--- src/rtl/ddw_pkg.sv ---
package ddw_pkg;

    localparam int DEF_NUMBER_WIDTH = 32;
    localparam int MAX_WRITES       = 10;
    localparam int START_W          = 4;
    localparam int PAD_W            = 4;
    localparam int ADDR_W           = 5;
    localparam int DIGIT_W          = 4;

    // Decimal digits needed to hold any value of the given bit width.
    function automatic int digits_for_width(input int width);
        return (width * 30103) / 100000 + 1;
    endfunction

endpackage

--- src/rtl/ddw_front.sv ---
module ddw_front
    import ddw_pkg::*;
#(
    parameter int NUMBER_WIDTH = DEF_NUMBER_WIDTH
) (
    input  logic                           i_clk,
    input  logic                           i_rst_n,
    input  logic                           i_valid,
    output logic                           o_ready,
    input  logic [START_W-1:0]             i_start_position,
    input  logic [NUMBER_WIDTH-1:0]        i_number,
    input  logic [PAD_W-1:0]               i_min_digits,
    output logic                           o_push,
    input  logic                           i_push_ready,
    output logic [START_W-1:0]             o_start,
    output logic [digits_for_width(NUMBER_WIDTH)*DIGIT_W-1:0] o_digits,
    output logic [PAD_W-1:0]               o_pad
);

    localparam int NDIG   = digits_for_width(NUMBER_WIDTH);
    localparam int BCD_W  = NDIG * DIGIT_W;
    localparam int PADW   = ((NUMBER_WIDTH + 3) / 4) * 4;
    localparam int STEPS  = PADW / 4;
    localparam int CNT_W  = $clog2(STEPS + 1);

    typedef enum logic [2:0] {
        S_IDLE = 3'b001,
        S_CONV = 3'b010,
        S_PUSH = 3'b100
    } t_state;

    t_state             r_state, n_state;
    logic [PADW-1:0]    r_shift, n_shift;
    logic [BCD_W-1:0]   r_bcd, n_bcd;
    logic [CNT_W-1:0]   r_cnt, n_cnt;
    logic [START_W-1:0] r_start, n_start;
    logic [PAD_W-1:0]   r_pad, n_pad;

    logic               accept;
    logic [PADW-1:0]    step_shift;
    logic [BCD_W-1:0]   step_bcd;

    assign o_ready  = (r_state == S_IDLE) || ((r_state == S_PUSH) && i_push_ready);
    assign accept   = i_valid && o_ready;
    assign o_push   = (r_state == S_PUSH);
    assign o_start  = r_start;
    assign o_digits = r_bcd;
    assign o_pad    = r_pad;

    // Four shift-and-adjust steps of binary to BCD conversion per cycle.
    always_comb begin
        logic [BCD_W-1:0] b;
        logic [PADW-1:0]  s;
        b = r_bcd;
        s = r_shift;
        for (int st = 0; st < 4; st++) begin
            for (int d = 0; d < NDIG; d++) begin
                if (b[d*DIGIT_W +: DIGIT_W] >= DIGIT_W'(5)) begin
                    b[d*DIGIT_W +: DIGIT_W] = b[d*DIGIT_W +: DIGIT_W] + DIGIT_W'(3);
                end
            end
            b = {b[BCD_W-2:0], s[PADW-1]};
            s = {s[PADW-2:0], 1'b0};
        end
        step_bcd   = b;
        step_shift = s;
    end

    always_comb begin
        n_state = r_state;
        n_shift = r_shift;
        n_bcd   = r_bcd;
        n_cnt   = r_cnt;
        n_start = r_start;
        n_pad   = r_pad;
        case (r_state)
            S_CONV: begin
                n_shift = step_shift;
                n_bcd   = step_bcd;
                n_cnt   = r_cnt - CNT_W'(1);
                if (r_cnt == '0) begin
                    n_shift = r_shift;
                    n_bcd   = r_bcd;
                    n_state = S_PUSH;
                end
            end
            S_PUSH: begin
                if (i_push_ready) begin
                    n_state = S_IDLE;
                end
            end
            default: begin
                n_state = S_IDLE;
            end
        endcase
        if (accept) begin
            n_shift = PADW'(i_number);
            n_bcd   = '0;
            n_cnt   = CNT_W'(STEPS);
            n_start = i_start_position;
            n_pad   = (i_min_digits > PAD_W'(MAX_WRITES)) ? PAD_W'(MAX_WRITES) : i_min_digits;
            // drop items that cause no write
            if ((i_number == '0) && (i_min_digits == '0)) begin
                n_state = S_IDLE;
            end else begin
                n_state = S_CONV;
            end
        end
    end

    always_ff @(posedge i_clk) begin
        if (!i_rst_n) begin
            r_state <= S_IDLE;
        end else begin
            r_state <= n_state;
        end
        r_shift <= n_shift;
        r_bcd   <= n_bcd;
        r_cnt   <= n_cnt;
        r_start <= n_start;
        r_pad   <= n_pad;
    end

endmodule

--- src/rtl/ddw_queue.sv ---
module ddw_queue
    import ddw_pkg::*;
#(
    parameter int WIDTH = 8
) (
    input  logic             i_clk,
    input  logic             i_rst_n,
    input  logic             i_push,
    output logic             o_push_ready,
    input  logic [WIDTH-1:0] i_data,
    output logic             o_valid,
    input  logic             i_pop,
    output logic [WIDTH-1:0] o_data
);

    logic [WIDTH-1:0] r_mem [2];
    logic             r_wptr, r_rptr;
    logic [1:0]       r_count;
    logic             do_push, do_pop;

    assign o_push_ready = (r_count != 2'd2);
    assign o_valid      = (r_count != 2'd0);
    assign do_push      = i_push && o_push_ready;
    assign do_pop       = i_pop && o_valid;
    assign o_data       = r_mem[r_rptr];

    always_ff @(posedge i_clk) begin
        if (!i_rst_n) begin
            r_wptr  <= 1'b0;
            r_rptr  <= 1'b0;
            r_count <= 2'd0;
        end else begin
            if (do_push) begin
                r_wptr <= ~r_wptr;
            end
            if (do_pop) begin
                r_rptr <= ~r_rptr;
            end
            if (do_push && !do_pop) begin
                r_count <= r_count + 2'd1;
            end else if (do_pop && !do_push) begin
                r_count <= r_count - 2'd1;
            end
        end
        if (do_push) begin
            r_mem[r_wptr] <= i_data;
        end
    end

endmodule

--- src/rtl/ddw_back.sv ---
module ddw_back
    import ddw_pkg::*;
#(
    parameter int NUMBER_WIDTH = DEF_NUMBER_WIDTH
) (
    input  logic                           i_clk,
    input  logic                           i_rst_n,
    input  logic                           i_entry_valid,
    output logic                           o_entry_pop,
    input  logic [START_W-1:0]             i_start,
    input  logic [digits_for_width(NUMBER_WIDTH)*DIGIT_W-1:0] i_digits,
    input  logic [PAD_W-1:0]               i_pad,
    output logic                           o_valid,
    input  logic                           i_ready,
    output logic [ADDR_W-1:0]              o_digit_address,
    output logic [DIGIT_W-1:0]             o_digit_value,
    output logic                           o_last
);

    localparam int NDIG  = digits_for_width(NUMBER_WIDTH);
    localparam int BCD_W = NDIG * DIGIT_W;

    logic               r_active;
    logic [BCD_W-1:0]   r_digits;
    logic [PAD_W-1:0]   r_k;
    logic [PAD_W-1:0]   r_pad;
    logic [START_W-1:0] r_start;
    logic               r_valid;
    logic [ADDR_W-1:0]  r_addr;
    logic [DIGIT_W-1:0] r_value;
    logic               r_last;

    logic               can_load;
    logic               last_now;
    logic [PAD_W:0]     k_next;

    assign can_load    = !r_valid || i_ready;
    assign o_entry_pop = !r_active;
    assign k_next      = {1'b0, r_k} + (PAD_W + 1)'(1);
    assign last_now    = (r_k == PAD_W'(MAX_WRITES - 1))
                      || ((r_digits[BCD_W-1:DIGIT_W] == '0) && (k_next >= {1'b0, r_pad}));

    assign o_valid         = r_valid;
    assign o_digit_address = r_addr;
    assign o_digit_value   = r_value;
    assign o_last          = r_last;

    always_ff @(posedge i_clk) begin
        if (!i_rst_n) begin
            r_active <= 1'b0;
            r_valid  <= 1'b0;
        end else begin
            if (can_load) begin
                r_valid <= r_active;
            end
            if (!r_active) begin
                r_active <= i_entry_valid;
            end else if (can_load && last_now) begin
                r_active <= 1'b0;
            end
        end
        if (!r_active) begin
            r_digits <= i_digits;
            r_pad    <= i_pad;
            r_start  <= i_start;
            r_k      <= '0;
        end else if (can_load) begin
            r_digits <= r_digits >> DIGIT_W;
            r_k      <= k_next[PAD_W-1:0];
        end
        if (r_active && can_load) begin
            r_addr  <= ADDR_W'(r_start) + ADDR_W'(r_k);
            r_value <= r_digits[DIGIT_W-1:0];
            r_last  <= last_now;
        end
    end

endmodule

--- src/rtl/decimal_digit_display_writer.sv ---
// Decimal digit display writer.
// Input channel (i_valid/o_ready) takes one item: a start digit address, an
// unsigned number and a minimum digit count. Output channel (o_valid/i_ready)
// gives one digit-register write per result digit, least significant digit
// first, addresses rising from the start; o_last marks the final write.
// An item with a zero number and a zero count gives no write and is dropped.
// Front: binary to BCD conversion, four bits per cycle, then a final S_CONV
// state with the count at zero and S_PUSH, which hands the entry on.
// A two-entry queue sits between front and back.
// Back: one digit write per cycle while the receiver is ready; when an entry
// is done the back goes idle and loads the next one from the queue.
// The front takes a new item as it pushes the last, so conversion overlaps
// the back's writes; the slower of the two sets the item rate.
// Reset (synchronous, active low) empties the queue and drops work in flight.
// When the receiver stalls, the current write holds on the outputs, the back
// stops, the queue fills, and then the front stops taking items.
module decimal_digit_display_writer
    import ddw_pkg::*;
#(
    parameter int NUMBER_WIDTH = DEF_NUMBER_WIDTH
) (
    input  logic                    i_clk,
    input  logic                    i_rst_n,
    input  logic                    i_valid,
    output logic                    o_ready,
    input  logic [START_W-1:0]      i_start_position,
    input  logic [NUMBER_WIDTH-1:0] i_number,
    input  logic [PAD_W-1:0]        i_min_digits,
    output logic                    o_valid,
    input  logic                    i_ready,
    output logic [ADDR_W-1:0]       o_digit_address,
    output logic [DIGIT_W-1:0]      o_digit_value,
    output logic                    o_last
);

    localparam int BCD_W   = digits_for_width(NUMBER_WIDTH) * DIGIT_W;
    localparam int ENTRY_W = START_W + BCD_W + PAD_W;

    logic               push, push_ready;
    logic [START_W-1:0] f_start, b_start;
    logic [BCD_W-1:0]   f_digits, b_digits;
    logic [PAD_W-1:0]   f_pad, b_pad;
    logic               entry_valid, entry_pop;
    logic [ENTRY_W-1:0] q_out;

    ddw_front #(.NUMBER_WIDTH(NUMBER_WIDTH)) u_front (
        .i_clk            (i_clk),
        .i_rst_n          (i_rst_n),
        .i_valid          (i_valid),
        .o_ready          (o_ready),
        .i_start_position (i_start_position),
        .i_number         (i_number),
        .i_min_digits     (i_min_digits),
        .o_push           (push),
        .i_push_ready     (push_ready),
        .o_start          (f_start),
        .o_digits         (f_digits),
        .o_pad            (f_pad)
    );

    ddw_queue #(.WIDTH(ENTRY_W)) u_queue (
        .i_clk        (i_clk),
        .i_rst_n      (i_rst_n),
        .i_push       (push),
        .o_push_ready (push_ready),
        .i_data       ({f_start, f_digits, f_pad}),
        .o_valid      (entry_valid),
        .i_pop        (entry_pop),
        .o_data       (q_out)
    );

    assign {b_start, b_digits, b_pad} = q_out;

    ddw_back #(.NUMBER_WIDTH(NUMBER_WIDTH)) u_back (
        .i_clk           (i_clk),
        .i_rst_n         (i_rst_n),
        .i_entry_valid   (entry_valid),
        .o_entry_pop     (entry_pop),
        .i_start         (b_start),
        .i_digits        (b_digits),
        .i_pad           (b_pad),
        .o_valid         (o_valid),
        .i_ready         (i_ready),
        .o_digit_address (o_digit_address),
        .o_digit_value   (o_digit_value),
        .o_last          (o_last)
    );

endmodule
--- config.mk ---
export PLATFORM = sky130hd
export DESIGN_NAME = decimal_digit_display_writer
export DESIGN_NICKNAME = d
export VERILOG_FILES = /design/src/rtl/ddw_pkg.sv /design/src/rtl/ddw_front.sv /design/src/rtl/ddw_queue.sv /design/src/rtl/ddw_back.sv /design/src/rtl/decimal_digit_display_writer.sv
export SDC_FILE = /design/constraint.sdc
export NUM_CORES = 1
export LEC_CHECK = 0
export BUFFER_PORTS_ARGS = -buffer_cell sky130_fd_sc_hd__buf_2
export CORE_MARGIN = 5
export CORE_UTILIZATION = 40
export CTS_CLUSTER_SIZE = 24
export DETAILED_ROUTE_END_ITERATION = 10
export SLEW_MARGIN = 0
export SYNTH_ARGS = -nofsm -noshare
export SYNTH_HDL_FRONTEND = slang
export SYNTH_SLANG_ARGS = --single-unit
--- constraint.sdc ---
create_clock -name i_clk -period 6.35 [get_ports i_clk]
set_clock_uncertainty 0.2 [all_clocks]
set_input_delay 0.3175 -clock i_clk [delete_from_list [all_inputs] [get_ports i_clk]]
set_output_delay 0.3175 -clock i_clk [all_outputs]
set_load 0.02 [all_outputs]
# == Yosys cells after proc, flatten, opt, wreduce, memory -nomap -nowiden ==
# Memories as Yosys holds them, arrays and structs flattened. A register that Yosys moved wholly into a read port is not among the register bits.
# Cells that the tools add are included.
# word_totals
mem_count,1
out_inout_bits,12
mem_bits_rw,96
reg_bits,155
# op_classes
add_sub_neg,45
magnitude_cmp,42
reduce_logical,26
bitwise_logic,3
eq_ne,9
n_mux,58
# mem_list
name,depth,width,rd,rd_clocked_by_memory_dff,write_ports,line_no,rtl
u_queue.r_mem,2,48,1,1,1,ddw_queue.sv:16,logic [WIDTH-1:0] r_mem [2];
# op_table
operator,n
$ge 4x3->1 const B,40
$add 4x2->4 const B,36
$mux 4,36
$mux 32,3
$mux 40,2
$logic_not 36->1,1
$logic_not 32->1,1
$mux 3,7
$add 3x2->3 const B,4
$logic_and 1x1->1,9
$logic_not 4->1,2
$mux 1,6
$mux 2,3
$pmux 3 s2,1
$reduce_and 2->1,3
$reduce_bool 2->1,3
$add 4x1->5 const B,1
$add 4x4->5,1
$ge 5x4->1,1
$eq 4x4->1 const B,1
$gt 4x4->1 const B,1
$logic_not 1->1,4
$ne 2x2->1 const B,2
$sub 4x1->4 const B,1
other kinds (10),14

# == Depth between registers and ports, before layout ==
# depth
depth_word,8
depth_mapped,20

# == By module ==
# A second synthesis with hierarchy kept.
# unflattened
cells_unflattened,1436
area_unflattened_um2,15063.2
# by_module_without_submodules
module,area_each_um2,n_inst,cells_per_inst
ddw_front,8534.4,1,1085
ddw_queue,3706.1,1,173
ddw_back,2822.7,1,178

# == Worst setup path before layout ==
# OpenSTA, ideal clock, no wires.
# synth_path
path_type,register to register
start,"reg u_front.r_bcd[16], in the netlist u_front.o_digits[16]"
end,"reg u_front.r_bcd[18], in the netlist u_front.o_digits[18]"
n_path_buf,0
path_stages_with_launch,20
period_less_slack_ns,3.678
arrival_ns,3.317
setup_slack_ns,2.672
cell_sequence,dfxtp_1 > inv_1 > ha_1 > nor2b_1 > o21a_1 > or2_2 > ha_1 > inv_1 > o21ai_0 > a211oi_1 > nor2_1 > inv_1 > ha_1 > nor2_1 > and3_1 > a211oi_1 > a2bb2oi_1 > nor2_1 > o211ai_1 > o211ai_1
# synth_between
elab_chain_cells,8
elab_cells_between_ends,12
cone_classes,add/sub (4); order compare (4); mux (4)
# synth_rtl
element,line_no,rtl
start: declaration,ddw_front.sv:34,"logic [BCD_W-1:0] r_bcd, n_bcd;"
start signal: assignment,ddw_front.sv:118,r_bcd <= n_bcd;
$add 4x2->4 or $ge 4x3->1 (tied branches),"ddw_front.sv:59, ddw_front.sv:58",
$mux 4 (*),ddw_front.sv:58,if (b[d*DIGIT_W +: DIGIT_W] >= DIGIT_W'(5)) begin
$add 4x2->4 or $ge 4x3->1 (tied branches),"ddw_front.sv:59, ddw_front.sv:58",
$mux 4 (*),ddw_front.sv:58,
$ge 4x3->1 or $add 4x2->4 (tied branches),"ddw_front.sv:58, ddw_front.sv:59",
$mux 4 (*),ddw_front.sv:58,
$add 4x2->4 or $ge 4x3->1 (tied branches),"ddw_front.sv:59, ddw_front.sv:58",
$mux 4 (*),ddw_front.sv:58,
# Every way passes the cells marked *; elsewhere a longest branch is shown, timed or not.
# A chain may end at the register's enable or synchronous reset.

# == Worst setup path in the final report ==
# layout_path
start,"reg u_front.r_bcd[25], in the netlist u_front.o_digits[25]"
end,"reg u_front.r_bcd[28], in the netlist u_front.o_digits[28]"
# Same word-level chain as after synthesis.

==> impl_metrics.json <==
{
  "outcome": "finished, final reports clean",
  "ys_types": 92,
  "total_power_mw": 4.88,
  "io_buffer_count": 55,
  "antenna_found_initial": 0,
  "grt_pass1_wl_um": 54200,
  "final_nets": 1659,
  "cts.sinks": 252,
  "io_pins": 56,
  "r2r-end": "u_front.o_digits[28]",
  "initial_utilization_pct": 40.7,
  "hold_violations": 0,
  "grt_max_degree": 79,
  "core_mm2": 0.0357,
  "drive_above_1_share_pct": 11.6,
  "seq_area_frac_synth_pct": 48.0,
  "hold_path_end": "u_back.o_digit_value[1]",
  "syn_nets": 1575,
  "htreeDepth": 1,
  "maxCapViolCount": 0,
  "dpl_worst_slack_ps": 2110,
  "crit_path_end_kind": "register",
  "leakagePower_nw": 6.15,
  "synth-edff-count": 194,
  "worstSetupPathType": "register to register",
  "cp.arrival_ps": 4470,
  "cts_made_buffers": 28,
  "synth_area_mm2": 0.0145,
  "cts-resized-gates": 0,
  "min-delay-start": "u_back.r_digits[1]",
  "drcViolationCount": 0,
  "setup_slack_ps": 2090,
  "syn_inst": 1478,
  "dr_total_vias": 11100,
  "avgSynthCellArea_um2": 9.84,
  "drt_iter0_markers": 707,
  "cp.required_ps": 6550,
  "relSlewSlack_pct": 30.9,
  "layout_min_cycle_time_ps": 4260,
  "synth_flop_cell": "edfxtp_1",
  "ant_nets": 0,
  "drtPass1Iterations": 5,
  "grt_overflow": 0,
  "rsz0062_at_grt": "no",
  "dpl.hpwl_um": 21900,
  "final_max_slew_viol_count": 0,
  "routed_wl_um": 32400,
  "rr_startpoint": "u_front.o_digits[25]",
  "final_common_cell": "nand2_1",
  "r2r_cells": 18,
  "cts_tree": "built",
  "yosys_warnings": 0,
  "hold_class": "register to register",
  "ir_drop_uv": 240,
  "fmax_mhz": 235,
  "wl_per_cell_um": 15.9,
  "layout_common_cells": "213 x nand2_1, 194 x edfxtp_1, 109 x o21ai_0",
  "syn2layout_area_growth_pct": 14.4,
  "post-route-period-util_pct": 67.1,
  "diodes": 0,
  "grt_pass1_vias": 10800,
  "crit_fanout": 6,
  "rows": 69,
  "setup_tns_ps": 0,
  "grt.total_usage_pct": 15.6,
  "clkTransAtPathRegs_ps": 60,
  "die_x_um": 201,
  "setup-violations-final": 0,
  "rrSetupSlack_ps": 2090,
  "start_kind": "register",
  "gp_congestion": 0.810,
  "ys_seq_elements": 252,
  "cts-root-buf": "clkbuf_16",
  "power_density_mw_per_mm2": 294,
  "worst_pin_slew_ps": 1030,
  "dieArea_mm2": 0.0403,
  "async_flop_share_pct": 0,
  "holdPathStages": 0,
  "cts.path.max_buffers": 3,
  "die_h_um": 201,
  "viasPerCell": 5.44,
  "clkLatencyLatePin_ps": 530,
  "whs_ps": 219
}
-- final cells by class --
type                    count  area, um2
flip-flops and latches    252       6990
clock inverters            20        208
multi-input cells        1086       7010
well taps                 461        577
repair buffers            110        796
fillers                  3363      19100
inverters                  84        315
clock buffers              32        737
-- registers in the layout, indices dropped and copies added, names as in the netlist, 2 cells and up, named ones only --
register	cells
u_queue.r_count	2
u_back.r_k	4
u_front.r_shift	32
u_back.r_start	4
u_front.o_pad	4
u_front.r_cnt	4
u_back.r_digits	40
u_back.o_digit_value	4
u_back.o_digit_address	5
u_queue.r_mem	96
u_front.o_digits	40
u_front.o_start	4
u_back.r_pad	4
u_front.r_state	3
-- worst max path at each step --
stage,start,endpoint,slack (ps),cells after the start
6_report,u_front.o_digits[25],u_front.o_digits[28],2090,18
5_1_grt,u_front.o_digits[12],u_front.o_digits[20],1690,20
4_1_cts,u_front.o_digits[37],u_front.o_digits[38],2080,20
3_5_place_dp,u_front.o_digits[37],u_front.o_digits[38],2110,20
3_3_place_gp,u_front.o_digits[21],u_front.o_digits[28],2260,19
2_1_floorplan,u_front.o_digits[16],u_front.o_digits[18],2670,19
-- cell families after synthesis --
| logic type | count (synthesis) | share of synthesized area [%] |
|---|---|---|
| and+or+nand+nor | 536 | 18.0 |
| AOI/OAI and AO/OA | 391 | 18.4 |
| muxes | 80 | 5.65 |
| buffers and inverters | 140 | 3.82 |
| adders and majority gates | 53 | 4.61 |
| xor gates and xnor gates | 26 | 1.57 |
| DFF | 252 | 48.0 |
-- repair_timing --
action | in CTS | in global routing
hold buffers | 43 | 0
buffers inserted | 0 | 0
endpoints found under the hold margin | 51 | 0
-- synthesized netlist by cell type, types with 22 or more instances --
| cell type | n | area share, % |
|---|---|---|
| nand2_1 | 213 | 5.5 |
| edfxtp_1 | 194 | 40 |
| o21ai_0 | 109 | 3.8 |
| nor2_1 | 85 | 2.2 |
| inv_1 | 76 | 2.0 |
| mux2i_1 | 63 | 4.3 |
| dfxtp_1 | 58 | 8.0 |
| ha_1 | 52 | 4.5 |
| a21oi_1 | 51 | 1.8 |
| clkbuf_1 | 41 | 1.1 |
| and2_1 | 38 | 1.6 |
| nand3_1 | 34 | 1.2 |
| nor3_1 | 26 | 0.89 |
| o21ai_1 | 26 | 0.89 |
| a211oi_1 | 24 | 1.2 |
| nand2b_1 | 24 | 1.0 |
| nor4_1 | 22 | 0.95 |
-- through the flow --
| step | util [%] | cell area, um2 | instances |
|---|---|---|---|
| floorplan | - | 14500 | 1478 |
| global placement | 42.7 | 15300 | 1950 |
| detailed placement | 42.7 | 15300 | 1950 |
| CTS | 46.5 | 16600 | 2045 |
| global route | 46.5 | 16600 | 2045 |
| finish | 46.5 | 16600 | 2045 |
-- routing by layer --
layer / global-route usage (%) / routed length (um)
met4: 3.32 / 620
met5: 0 / 0
met2: 26.5 / 15200
met3: 1.86 / 1020
met1: 21.6 / 15600
-- power by group --
| part | total, mW | leakage (nW) | internal, mW | switching [mW] |
|---|---|---|---|---|
| Clock | 1.64 | 0.472 | 0.995 | 0.644 |
| Combinational | 1.00 | 3.33 | 0.399 | 0.601 |
| Sequential | 2.24 | 2.35 | 2.08 | 0.159 |
-- critical path: stages, from the launching register on --
cell       delay (ps)
dfxtp_1           420
inv_1              90
ha_1              200
nor2b_1           310
o31ai_1           180
or2_2             340
ha_1              200
inv_1              60
o21ai_0           110
a211oi_1          400
nor2_1             90
inv_1              70
ha_1              210
nor3_1             70
a221oi_1          270
a2bb2oi_1         400
o31ai_1           160
xnor2_1           270
o21ai_1            90
Note: power is estimated with default switching activity, not from simulation.
